## src/sv/abr_pkg.sv

```systemverilog
`timescale 1ns / 1ps
`default_nettype none

package abr_pkg;

    localparam int MAX_K_DEF     = 16;
    localparam int VALUE_W       = 32;
    localparam int LEN_W         = 5;
    localparam logic [LEN_W-1:0] BLOCK_LEN_RST = LEN_W'(2);

    typedef enum logic [2:0] {
        S_IDLE = 3'b001,
        S_READ = 3'b010,
        S_OUT  = 3'b100
    } t_state;

    typedef struct packed {
        logic accept;
        logic read_step;
    } t_cmd;

    typedef struct packed {
        logic go_drain;
        logic pass_phase;
        logic more;
    } t_sts;

endpackage

`default_nettype wire

```

## src/sv/abr_ctrl.sv

```systemverilog
`timescale 1ns / 1ps
`default_nettype none

module abr_ctrl (
    input  wire logic          i_clk,
    input  wire logic          i_rst_n,
    input  wire logic          i_in_valid,
    output logic               o_in_ready,
    output logic               o_out_valid,
    input  wire logic          i_out_ready,
    input  wire abr_pkg::t_sts i_sts,
    output abr_pkg::t_cmd      o_cmd
);

    abr_pkg::t_state r_state;
    abr_pkg::t_state n_state;
    logic            w_accept;

    assign o_in_ready  = (r_state == abr_pkg::S_IDLE);
    assign o_out_valid = (r_state == abr_pkg::S_OUT);
    assign w_accept    = i_in_valid && o_in_ready;

    always_comb begin
        o_cmd.accept    = w_accept;
        o_cmd.read_step = (r_state == abr_pkg::S_READ);
    end

    always_comb begin
        n_state = r_state;
        unique case (r_state)
            abr_pkg::S_IDLE: begin
                if (w_accept) begin
                    if (i_sts.go_drain) begin
                        n_state = abr_pkg::S_READ;
                    end else if (i_sts.pass_phase) begin
                        n_state = abr_pkg::S_OUT;
                    end
                end
            end
            abr_pkg::S_READ: begin
                n_state = abr_pkg::S_OUT;
            end
            abr_pkg::S_OUT: begin
                if (i_out_ready) begin
                    n_state = i_sts.more ? abr_pkg::S_READ : abr_pkg::S_IDLE;
                end
            end
            default: begin
                n_state = abr_pkg::S_IDLE;
            end
        endcase
    end

    always_ff @(posedge i_clk) begin
        if (!i_rst_n) begin
            r_state <= abr_pkg::S_IDLE;
        end else begin
            r_state <= n_state;
        end
    end

    a_read_then_out: assert property (@(posedge i_clk) disable iff (!i_rst_n)
        r_state == abr_pkg::S_READ |=> r_state == abr_pkg::S_OUT)
        else $error("read step not followed by output beat");

    a_drain_starts: assert property (@(posedge i_clk) disable iff (!i_rst_n)
        (w_accept && i_sts.go_drain) |=> r_state == abr_pkg::S_READ)
        else $error("drain did not start after full block");

endmodule

`default_nettype wire

```

## src/sv/abr_datapath.sv

```systemverilog
`timescale 1ns / 1ps
`default_nettype none

module abr_datapath #(
    parameter int MAX_K = abr_pkg::MAX_K_DEF
) (
    input  wire logic                          i_clk,
    input  wire logic                          i_rst_n,
    input  wire abr_pkg::t_cmd                 i_cmd,
    output abr_pkg::t_sts                      o_sts,
    input  wire logic                          i_cfg_valid,
    input  wire logic [abr_pkg::LEN_W-1:0]     i_cfg_block_len,
    input  wire logic signed [abr_pkg::VALUE_W-1:0] i_value,
    input  wire logic                          i_list_end,
    output logic signed [abr_pkg::VALUE_W-1:0] o_value_res,
    output logic                               o_run_last,
    output logic                               o_list_done
);

    localparam int CW = $clog2(MAX_K + 1);
    localparam int AW = $clog2(MAX_K);
    localparam int KW = (CW > abr_pkg::LEN_W) ? CW : abr_pkg::LEN_W;

    logic [abr_pkg::LEN_W-1:0]   r_block_len;
    logic [CW-1:0]               r_fill;
    logic [CW-1:0]               r_pass;
    logic                        r_phase;
    logic                        r_end;
    logic [abr_pkg::VALUE_W-1:0] r_mem [MAX_K];
    logic [abr_pkg::VALUE_W-1:0] r_out_value;
    logic                        r_out_last;
    logic                        r_out_done;

    logic [KW-1:0] w_len;
    logic [KW-1:0] w_k;
    logic [KW:0]   w_fill_inc;
    logic [KW:0]   w_pass_inc;
    logic          w_pass_end;
    logic [CW-1:0] n_fill_dec;

    assign w_len      = KW'(r_block_len);
    assign w_k        = (w_len > KW'(MAX_K)) ? KW'(MAX_K) : w_len;
    assign w_fill_inc = (KW + 1)'(r_fill) + (KW + 1)'(1);
    assign w_pass_inc = (KW + 1)'(r_pass) + (KW + 1)'(1);
    assign w_pass_end = (w_pass_inc >= (KW + 1)'(w_k)) || i_list_end;
    assign n_fill_dec = r_fill - CW'(1);

    always_comb begin
        o_sts.go_drain   = r_phase && ((w_fill_inc >= (KW + 1)'(w_k)) || i_list_end);
        o_sts.pass_phase = !r_phase;
        o_sts.more       = (r_fill != '0);
    end

    always_ff @(posedge i_clk) begin
        if (!i_rst_n) begin
            r_block_len <= abr_pkg::BLOCK_LEN_RST;
            r_fill      <= '0;
            r_pass      <= '0;
            r_phase     <= 1'b1;
            r_end       <= 1'b0;
        end else begin
            if (i_cfg_valid) begin
                r_block_len <= i_cfg_block_len;
            end
            if (i_cmd.accept) begin
                if (r_phase) begin
                    r_fill <= CW'(w_fill_inc);
                    r_end  <= i_list_end;
                    if (o_sts.go_drain) begin
                        r_phase <= i_list_end;
                        r_pass  <= '0;
                    end
                end else if (w_pass_end) begin
                    r_phase <= 1'b1;
                    r_pass  <= '0;
                end else begin
                    r_pass <= CW'(w_pass_inc);
                end
            end
            if (i_cmd.read_step) begin
                r_fill <= n_fill_dec;
            end
        end
    end

    // stack buffer
    always_ff @(posedge i_clk) begin
        if (i_cmd.accept && r_phase) begin
            r_mem[r_fill[AW-1:0]] <= i_value;
        end
    end

    always_ff @(posedge i_clk) begin
        if (i_cmd.accept && !r_phase) begin
            r_out_value <= i_value;
            r_out_last  <= 1'b1;
            r_out_done  <= i_list_end;
        end else if (i_cmd.read_step) begin
            r_out_value <= r_mem[n_fill_dec[AW-1:0]];
            r_out_last  <= (n_fill_dec == '0);
            r_out_done  <= r_end && (n_fill_dec == '0);
        end
    end

    assign o_value_res = r_out_value;
    assign o_run_last  = r_out_last;
    assign o_list_done = r_out_done;

    a_read_nonempty: assert property (@(posedge i_clk) disable iff (!i_rst_n)
        i_cmd.read_step |-> r_fill != '0)
        else $error("read step on empty stack");

    a_pass_empty: assert property (@(posedge i_clk) disable iff (!i_rst_n)
        (i_cmd.accept && !r_phase) |-> r_fill == '0)
        else $error("stack not empty in pass block");

endmodule

`default_nettype wire

```

## src/sv/alternating_block_reverser.sv

```systemverilog
// a pass-block element is registered and shown in the cycle after its input beat
// a reversed block: after the closing beat, a stack read then an output beat per element
// one held element per cycle; a pass-block element takes an input beat then an output beat
// draining takes a stack read and an output beat per element, input stalled meanwhile
// reset: synchronous active low, clears counters, phase to holding, block_len to 2, stack contents kept
`timescale 1ns / 1ps
`default_nettype none

module alternating_block_reverser #(
    parameter int MAX_K = abr_pkg::MAX_K_DEF
) (
    input  wire logic                               i_clk,
    input  wire logic                               i_rst_n,
    input  wire logic                               i_in_valid,
    output logic                                    o_in_ready,
    input  wire logic signed [abr_pkg::VALUE_W-1:0] i_value,
    input  wire logic                               i_list_end,
    output logic                                    o_out_valid,
    input  wire logic                               i_out_ready,
    output logic signed [abr_pkg::VALUE_W-1:0]      o_value_res,
    output logic                                    o_run_last,
    output logic                                    o_list_done,
    input  wire logic                               i_cfg_valid,
    output logic                                    o_cfg_ready,
    input  wire logic [abr_pkg::LEN_W-1:0]          i_cfg_block_len
);

    abr_pkg::t_cmd w_cmd;
    abr_pkg::t_sts w_sts;

    assign o_cfg_ready = 1'b1;

    abr_ctrl u_ctrl (
        .i_clk       (i_clk),
        .i_rst_n     (i_rst_n),
        .i_in_valid  (i_in_valid),
        .o_in_ready  (o_in_ready),
        .o_out_valid (o_out_valid),
        .i_out_ready (i_out_ready),
        .i_sts       (w_sts),
        .o_cmd       (w_cmd)
    );

    abr_datapath #(
        .MAX_K (MAX_K)
    ) u_datapath (
        .i_clk           (i_clk),
        .i_rst_n         (i_rst_n),
        .i_cmd           (w_cmd),
        .o_sts           (w_sts),
        .i_cfg_valid     (i_cfg_valid),
        .i_cfg_block_len (i_cfg_block_len),
        .i_value         (i_value),
        .i_list_end      (i_list_end),
        .o_value_res     (o_value_res),
        .o_run_last      (o_run_last),
        .o_list_done     (o_list_done)
    );

endmodule

`default_nettype wire
```

## config.mk

```make
export PLATFORM = sky130hd
export DESIGN_NAME = alternating_block_reverser
export DESIGN_NICKNAME = d
export VERILOG_FILES = /design/src/sv/abr_pkg.sv /design/src/sv/abr_ctrl.sv /design/src/sv/abr_datapath.sv /design/src/sv/alternating_block_reverser.sv
export SDC_FILE = /design/constraint.sdc
export NUM_CORES = 1
export LEC_CHECK = 0
export BUFFER_PORTS_ARGS = -buffer_cell sky130_fd_sc_hd__buf_2
export CAP_MARGIN = 0
export CORE_ASPECT_RATIO = 1.4
export CORE_MARGIN = 4
export CORE_UTILIZATION = 30
export CTS_BUF_LIST = sky130_fd_sc_hd__clkbuf_8
export DETAILED_ROUTE_END_ITERATION = 10
export GPL_ROUTABILITY_DRIVEN = 0
export PLACE_DENSITY = 0.5
export SLEW_MARGIN = 10
export SYNTH_ARGS = -nofsm -noshare
export SYNTH_HDL_FRONTEND = slang
export SYNTH_SLANG_ARGS = --single-unit
export TNS_END_PERCENT = 5
```

## constraint.sdc

```tcl
create_clock -name i_clk -period 5.36 [get_ports i_clk]
set_input_delay 0.536 -clock i_clk [delete_from_list [all_inputs] [get_ports i_clk]]
set_output_delay 0.536 -clock i_clk [all_outputs]
set_load 0.02 [all_outputs]
```

==> out/metrics.yaml, run 1 <==
run_status:
  outcome: "finished, final reports clean"
flow_run:
  maxCapViolCount: 0
sta:
  finalCritPeriodShare: 0.610
  skew_ns: 0.0293
  relSlewSlack: 0.291
  hold_viol_final: 0
  drv_slew: 0
  rsz0062_at_grt: "no"
  layout_min_cycle_time_ns: 3.27
  fin_tns_setup_ns: 0
  setup_viol: 0
  tightest_slew_ns: 1.06
  fmax_mhz: 306
clock_network:
  ctsRootBufferMaster: "clkbuf_8"
  cts_max_level: 3
  cts_buffers: 85
  clockBufferDepth: 3
  post-cts-setup-buffer-count: 0
  cts_tree: "done"
  cts_hold_buf: 0
  clkSinkCount: 566
  insertion_delay_ns: 0.66
  cts-resized-gates: 0
  cts.clk_slew.worst_paths_ns: 0.06
global_routing:
  grt_pass1_wl_um: 77200
  antenna_found_initial: 7
  track_usage: 0.132
  grt_max_degree: 69
  grt_pass1_vias: 11800
  grt_overflow: 0
floorplan:
  start_util: 0.302
  core_area_um2: 74000
  die_y_um: 331
  die_w_um: 239
  rows: 118
  pin_count: 80
  die_area_um2: 79000
synthesis:
  ys_ff_latch: 566
  ys_warn_count: 0
  syn_area_per_cell_um2: 20.1
  synth_cell_types: 50
  syn_nets: 1172
  synthArstFlopShare: 0
  synth_ff_type: "edfxtp_1"
  seq_area_frac_synth: 0.751
  syn_inst: 1113
  syn-cell-area_um2: 22400
  synth_edf_count: 545
drt:
  via_count: 10900
  wl_um: 52400
  drtIter0Drc: 558
  drc_errors: 0
  antenna_left: 0
  detail_route.wl_per_cell_um: 23.1
  avgViaCountPerCell: 4.79
  first_pass_iters: 4
finish:
  drive_above_1_share: 0.279
  fin_nets: 1303
  area_growth_pct: 13.7
  stdcell_area_um2: 25400
  fin_cells: 2268
worst_setup_path:
  required_ns: 5.77
  critPathMaxFanout: 49
  critical_path_class: "reg -> reg"
  cp-end-kind: "flip-flop"
  setup.worst_path.start_class: "flip-flop"
  cp.arrival_ns: 3.67
place:
  io_buffers: 78
  place_area_um2: 23900
  dpl.cell_count: 2117
  dp_hpwl_um: 27900
power_and_ir_drop:
  power.leakage_nw: 8.16
  peakVddDrop_mv: 0.376
  power.density_nw_per_um2: 431
min_path:
  hold_path.class: "in -> reg"
[cell families (layout without fill, tap and decap cells)]
logic type / after synthesis / in the layout / synth area share
AND/OR/NAND/NOR: 185 / 185 / 0.0444
flip-flops: 566 / 566 / 0.751
AO/OA/AOI/OAI: 102 / 102 / 0.0294
buffers and inverters: 67 / 258 / 0.0162
adder cells (fa/ha/maj): 16 / 16 / 0.00895
XOR/XNOR: 10 / 10 / 0.00425
multiplexers: 166 / 166 / 0.146
other: 1 / 5 / 0.000168
[registers in the layout, summed over array words and instances (netlist names)]
name,cells
u_datapath.r_mem,512
u_datapath.o_value_res,32
u_datapath.r_block_len,5
u_datapath.r_fill,5
u_datapath.r_pass,5
u_ctrl.r_state,3
u_datapath.o_list_done,1
u_datapath.o_run_last,1
u_datapath.r_end,1
u_datapath.r_phase,1
[layout make-up]
class,count,area (µm²)
multi-input combinational,480,5290
clock inverter,60,302
fill,6975,48500
sequential,566,16800
tap,960,1200
timing repair buffer,104,623
antenna,4,10.0
inverter,7,26.3
clock buffer,87,1200
[path summary, 6_finish.rpt]
check | from | to | slack [ns] | cells past startpoint
hold / removal | i_cfg_block_len[1] | u_datapath.r_block_len[1]$_SDFFE_PN1P_ | 0.12 | 3
setup / recovery | u_datapath.r_fill[0]$_SDFFE_PN0P_ | u_datapath.o_value_res[20]$_DFFE_PP_ | 2.09 | 6
setup reg to reg | u_datapath.r_fill[0]$_SDFFE_PN0P_ | u_datapath.o_value_res[20]$_DFFE_PP_ | 2.09 | 6
hold reg to reg | u_datapath.r_end$_SDFFE_PN0P_ | u_datapath.r_end$_SDFFE_PN0P_ | 0.47 | 2
[power breakdown]
part           total, W  internal (W)  switching, W
Clock           0.00321       0.00160       0.00161
Combinational   0.00258       0.00109       0.00149
Sequential      0.00517       0.00510     0.0000688
[cells in the final DEF (no fill, tap or decap), types with 12 or more instances in the layout]
cell and count:
buf_4 23, a211oi_1 35, nor2_1 40, dfxtp_1 20
nand2_1 21, edfxtp_1 545, clkbuf_8 87, mux4_2 128
o21ai_1 34, clkinv_1 25, ha_1 15, clkinv_2 12
mux2i_1 37, nand3_1 36, inv_1 26, nor2b_1 37
buf_2 78
[Yosys cell counts, types with 12 or more instances]
master | count | area (µm²)
ha_1 | 16 | 200
mux4_2 | 128 | 2880
and2_1 | 12 | 75.1
buf_2 | 19 | 95.1
edfxtp_1 | 545 | 16400
nor2_1 | 40 | 150
clkbuf_1 | 24 | 90.1
nor2b_1 | 37 | 231
nand2_1 | 22 | 82.6
nand3_1 | 36 | 180
mux2i_1 | 37 | 370
dfxtp_1 | 21 | 420
a211oi_1 | 35 | 263
o21ai_1 | 34 | 170
[layer usage]
| metal | share of wire | global-route usage |
|---|---|---|
| met5 | 0 | 0 |
| met2 | 0.52 | 0.232 |
| met3 | 0.044 | 0.0275 |
| met1 | 0.42 | 0.165 |
| met4 | 0.019 | 0.0401 |
[through the flow]
step / hold WS (ns) / utilization / power, W / setup WS (ns)
detailed placement: 0.462 / 0.323 / 0.00792 / 1.95
CTS: 0.0440 / 0.344 / 0.0112 / 1.93
floorplan: 0.442 / - / 0.00714 / 2.45
finish: 0.118 / 0.344 / 0.0110 / 2.09
global placement: 0.468 / 0.323 / 0.00790 / 1.99
global route: 0.0831 / 0.344 / 0.0115 / 1.71
[worst max-delay path, cell delays in order, from the launching register on]
cell	delay (ns)
dfxtp_4	0.40
buf_4	0.81
buf_4	0.70
mux4_2	0.58
nor2b_1	0.14
a211oi_1	0.24
nor2_1	0.08
No activity file was read; power rests on OpenSTA's default activity.
==> inputs of run 2 (changes only) <==
==> constraint.sdc (replaced) <==
create_clock -name i_clk -period 3.2 [get_ports i_clk]
set_input_delay 0.32 -clock i_clk [delete_from_list [all_inputs] [get_ports i_clk]]
set_output_delay 0.32 -clock i_clk [all_outputs]
set_load 0.02 [all_outputs]
==> out/metrics.yaml, run 2 (same netlist as run 1, synthesis figures left out) <==
clock_network:
  ctsRootBufferMaster: "clkbuf_8"
  cts_tree: "done"
  cts-resized-gates: 0  # unchanged
  cts.clk_slew.worst_paths_ns: 0.06  # about the same
  cts_buffers: 86  # +1.2%
  clockBufferDepth: 3  # unchanged
  post-cts-setup-buffer-count: 0  # unchanged
  insertion_delay_ns: 0.67  # about the same
  cts_max_level: 3  # unchanged
  clkSinkCount: 566  # unchanged
global_routing:
  grt_pass1_vias: 12000  # +2.2%
  grt_pass1_wl_um: 80000  # +3.6%
  grt_overflow: 0  # unchanged
  antenna_found_initial: 5  # -2
  grt_max_degree: 68  # -1.4%
  track_usage: 0.137  # +0.00478
power_and_ir_drop:
  p_seq_frac: 0.466  # -0.006
  pwr-share-comb: 0.239  # +0.004
  p_total_w: 0.0186  # +70%
  switching_share: 0.288  # -0.00141
  power.leakage_nw: 8.49  # +4.0%
  switchingPower_w: 0.00535  # +69%
  peakVddDrop_mv: 0.642  # +71%
  power.density_nw_per_um2: 710  # +65%
  power.internal_w: 0.0133  # +70%
  p_clk_frac: 0.296  # +0.003
finish:
  final_cell_mix: "edfxtp_1, mux4_2, clkbuf_8"
  layout_commonest_cell: "edfxtp_1"
  largest_reg_flops: 512  # unchanged
  drive_above_1_share: 0.279  # about the same
  fin_nets: 1353  # +3.8%
  area_growth_pct: 17.2
sta:
  drv_slew: 0  # unchanged
  setup_viol: 0  # unchanged
  hold_viol_final: 0  # unchanged
  layout_setup_ws_ns: 0.564  # -1.53 ns
  fin_tns_setup_ns: 0  # unchanged
  tightest_slew_ns: 1.12  # +0.0592 ns
  relSlewSlack: 0.252  # -0.0395
  layout_min_cycle_time_ns: 2.64  # -0.633 ns
  skew_ns: 0.0404  # +0.0111 ns
  rsz0062_at_grt: "no"
  fmax_mhz: 379  # +24%
  finalCritPeriodShare: 0.824  # +0.214
  hold_slack_ns: 0.0702  # -0.0476 ns
worst_setup_path:
  cp-end-kind: "flip-flop"
  critPathMaxFanout: 25  # -49%
  crit_top_cell: "buf_12"
  cp_cell_sequence: "inv_1, ha_4, buf_12, buf_12, mux4_2, nor2b_1, a211oi_1, nor2_1"
  setup.worst_path.start_class: "flip-flop"
  critical_path.max_stage_delay_ns: 0.45  # -0.36 ns
  cp.arrival_ns: 3.03  # -0.64 ns
  critPathSlowestCell: "dfxtp_1"
  cp_num_buf_inv: 3  # +1
  critical_path_class: "reg -> reg"
  critical_path.top_delay_family: "buffers and inverters"
  required_ns: 3.59  # -2.18 ns
drt:
  antenna_left: 0  # unchanged
  detail_route.wl_per_cell_um: 23.1  # +0.19%
  drc_errors: 0  # unchanged
  via_count: 11200  # +2.9%
  wl_um: 53700  # +2.6%
  first_pass_iters: 5  # +1
  drtIter0Drc: 671  # +20%
  avgViaCountPerCell: 4.81  # +0.42%
run_status:
  outcome: "finished, final reports clean"
place:
  dp_hpwl_um: 28200  # +0.92%
  place_ws_ns: 0.548  # -1.40 ns
  io_buffers: 78  # unchanged
flow_run:
  maxCapViolCount: 0  # unchanged
floorplan:
  core_area_um2: 74000  # unchanged
  die_area_um2: 79000  # unchanged
  start_util: 0.302  # unchanged
  die_w_um: 239  # unchanged
  pin_count: 80  # unchanged
  rows: 118  # unchanged
  die_y_um: 331  # unchanged
min_path:
  hold_path.class: "in -> reg"
## run 2: changes by cell type in the layout (fill, tap and decap cells not counted), sizes merged
cell	before	now
inv	26	36
dlygate4sd3	0	37
clkinv	38	30
clkbuf	87	90
buf	104	116
clkinvlp	1	2
## run 2: final timing paths
check,to,depth (start not counted),slack (ns),start
setup reg to reg,u_datapath.o_value_res[29]$_DFFE_PP_,8,0.56,u_datapath.r_fill[1]$_SDFFE_PN0P_
setup / recovery,u_datapath.o_value_res[29]$_DFFE_PP_,8,0.56,u_datapath.r_fill[1]$_SDFFE_PN0P_
hold reg to reg,u_datapath.r_end$_SDFFE_PN0P_,2,0.47,u_datapath.r_end$_SDFFE_PN0P_
hold / removal,u_datapath.r_mem[11][7]$_DFFE_PP_,1,0.07,i_value[7]
## run 2: area by class of cell
cell class / instances / area (µm²)
diodes: 4 / 10.0
clock buffers: 90 / 1240
clock inverters: 63 / 319
fillers: 6891 / 47800
inverters: 7 / 26.3
multi-input cells: 480 / 5290
flip-flops and latches: 566 / 16800
well taps: 960 / 1200
repair buffers: 153 / 1350
## run 2: what timing repair did
item	CTS	global route
setup endpoints to repair	0	0
endpoints found under the hold margin	271	0
hold buffers	37	0
## run 2: layer usage
metal | GRT usage | part of all wire | wire length, µm | vias to the layer above
met5 | 0 | 0.00024 | 13 | -
met4 | 0.0429 | 0.021 | 1120 | 2
met3 | 0.0273 | 0.044 | 2350 | 75
met2 | 0.242 | 0.52 | 28100 | 242
met1 | 0.170 | 0.41 | 22200 | 5925
li1 | - | - | - | 4936
## run 2: per-stage QoR
stage	instances	cell area (µm²)	utilization
final	2323	26200	0.354
after global routing	2320	26200	0.354
after detailed placement	2129	24300	0.328
after CTS	2319	26200	0.354
after global placement	2129	24300	0.328
after floorplan	1113	22400	-
## run 2: power by group through the flow
stage / clock network, W / registers, W / logic [W]
finish: 0.00550 / 0.00867 / 0.00444
global route: 0.00606 / 0.00869 / 0.00489
CTS: 0.00571 / 0.00867 / 0.00457
detailed placement: 0 / 0.00883 / 0.00452
global placement: 0 / 0.00882 / 0.00448
floorplan: 0 / 0.00885 / 0.00310
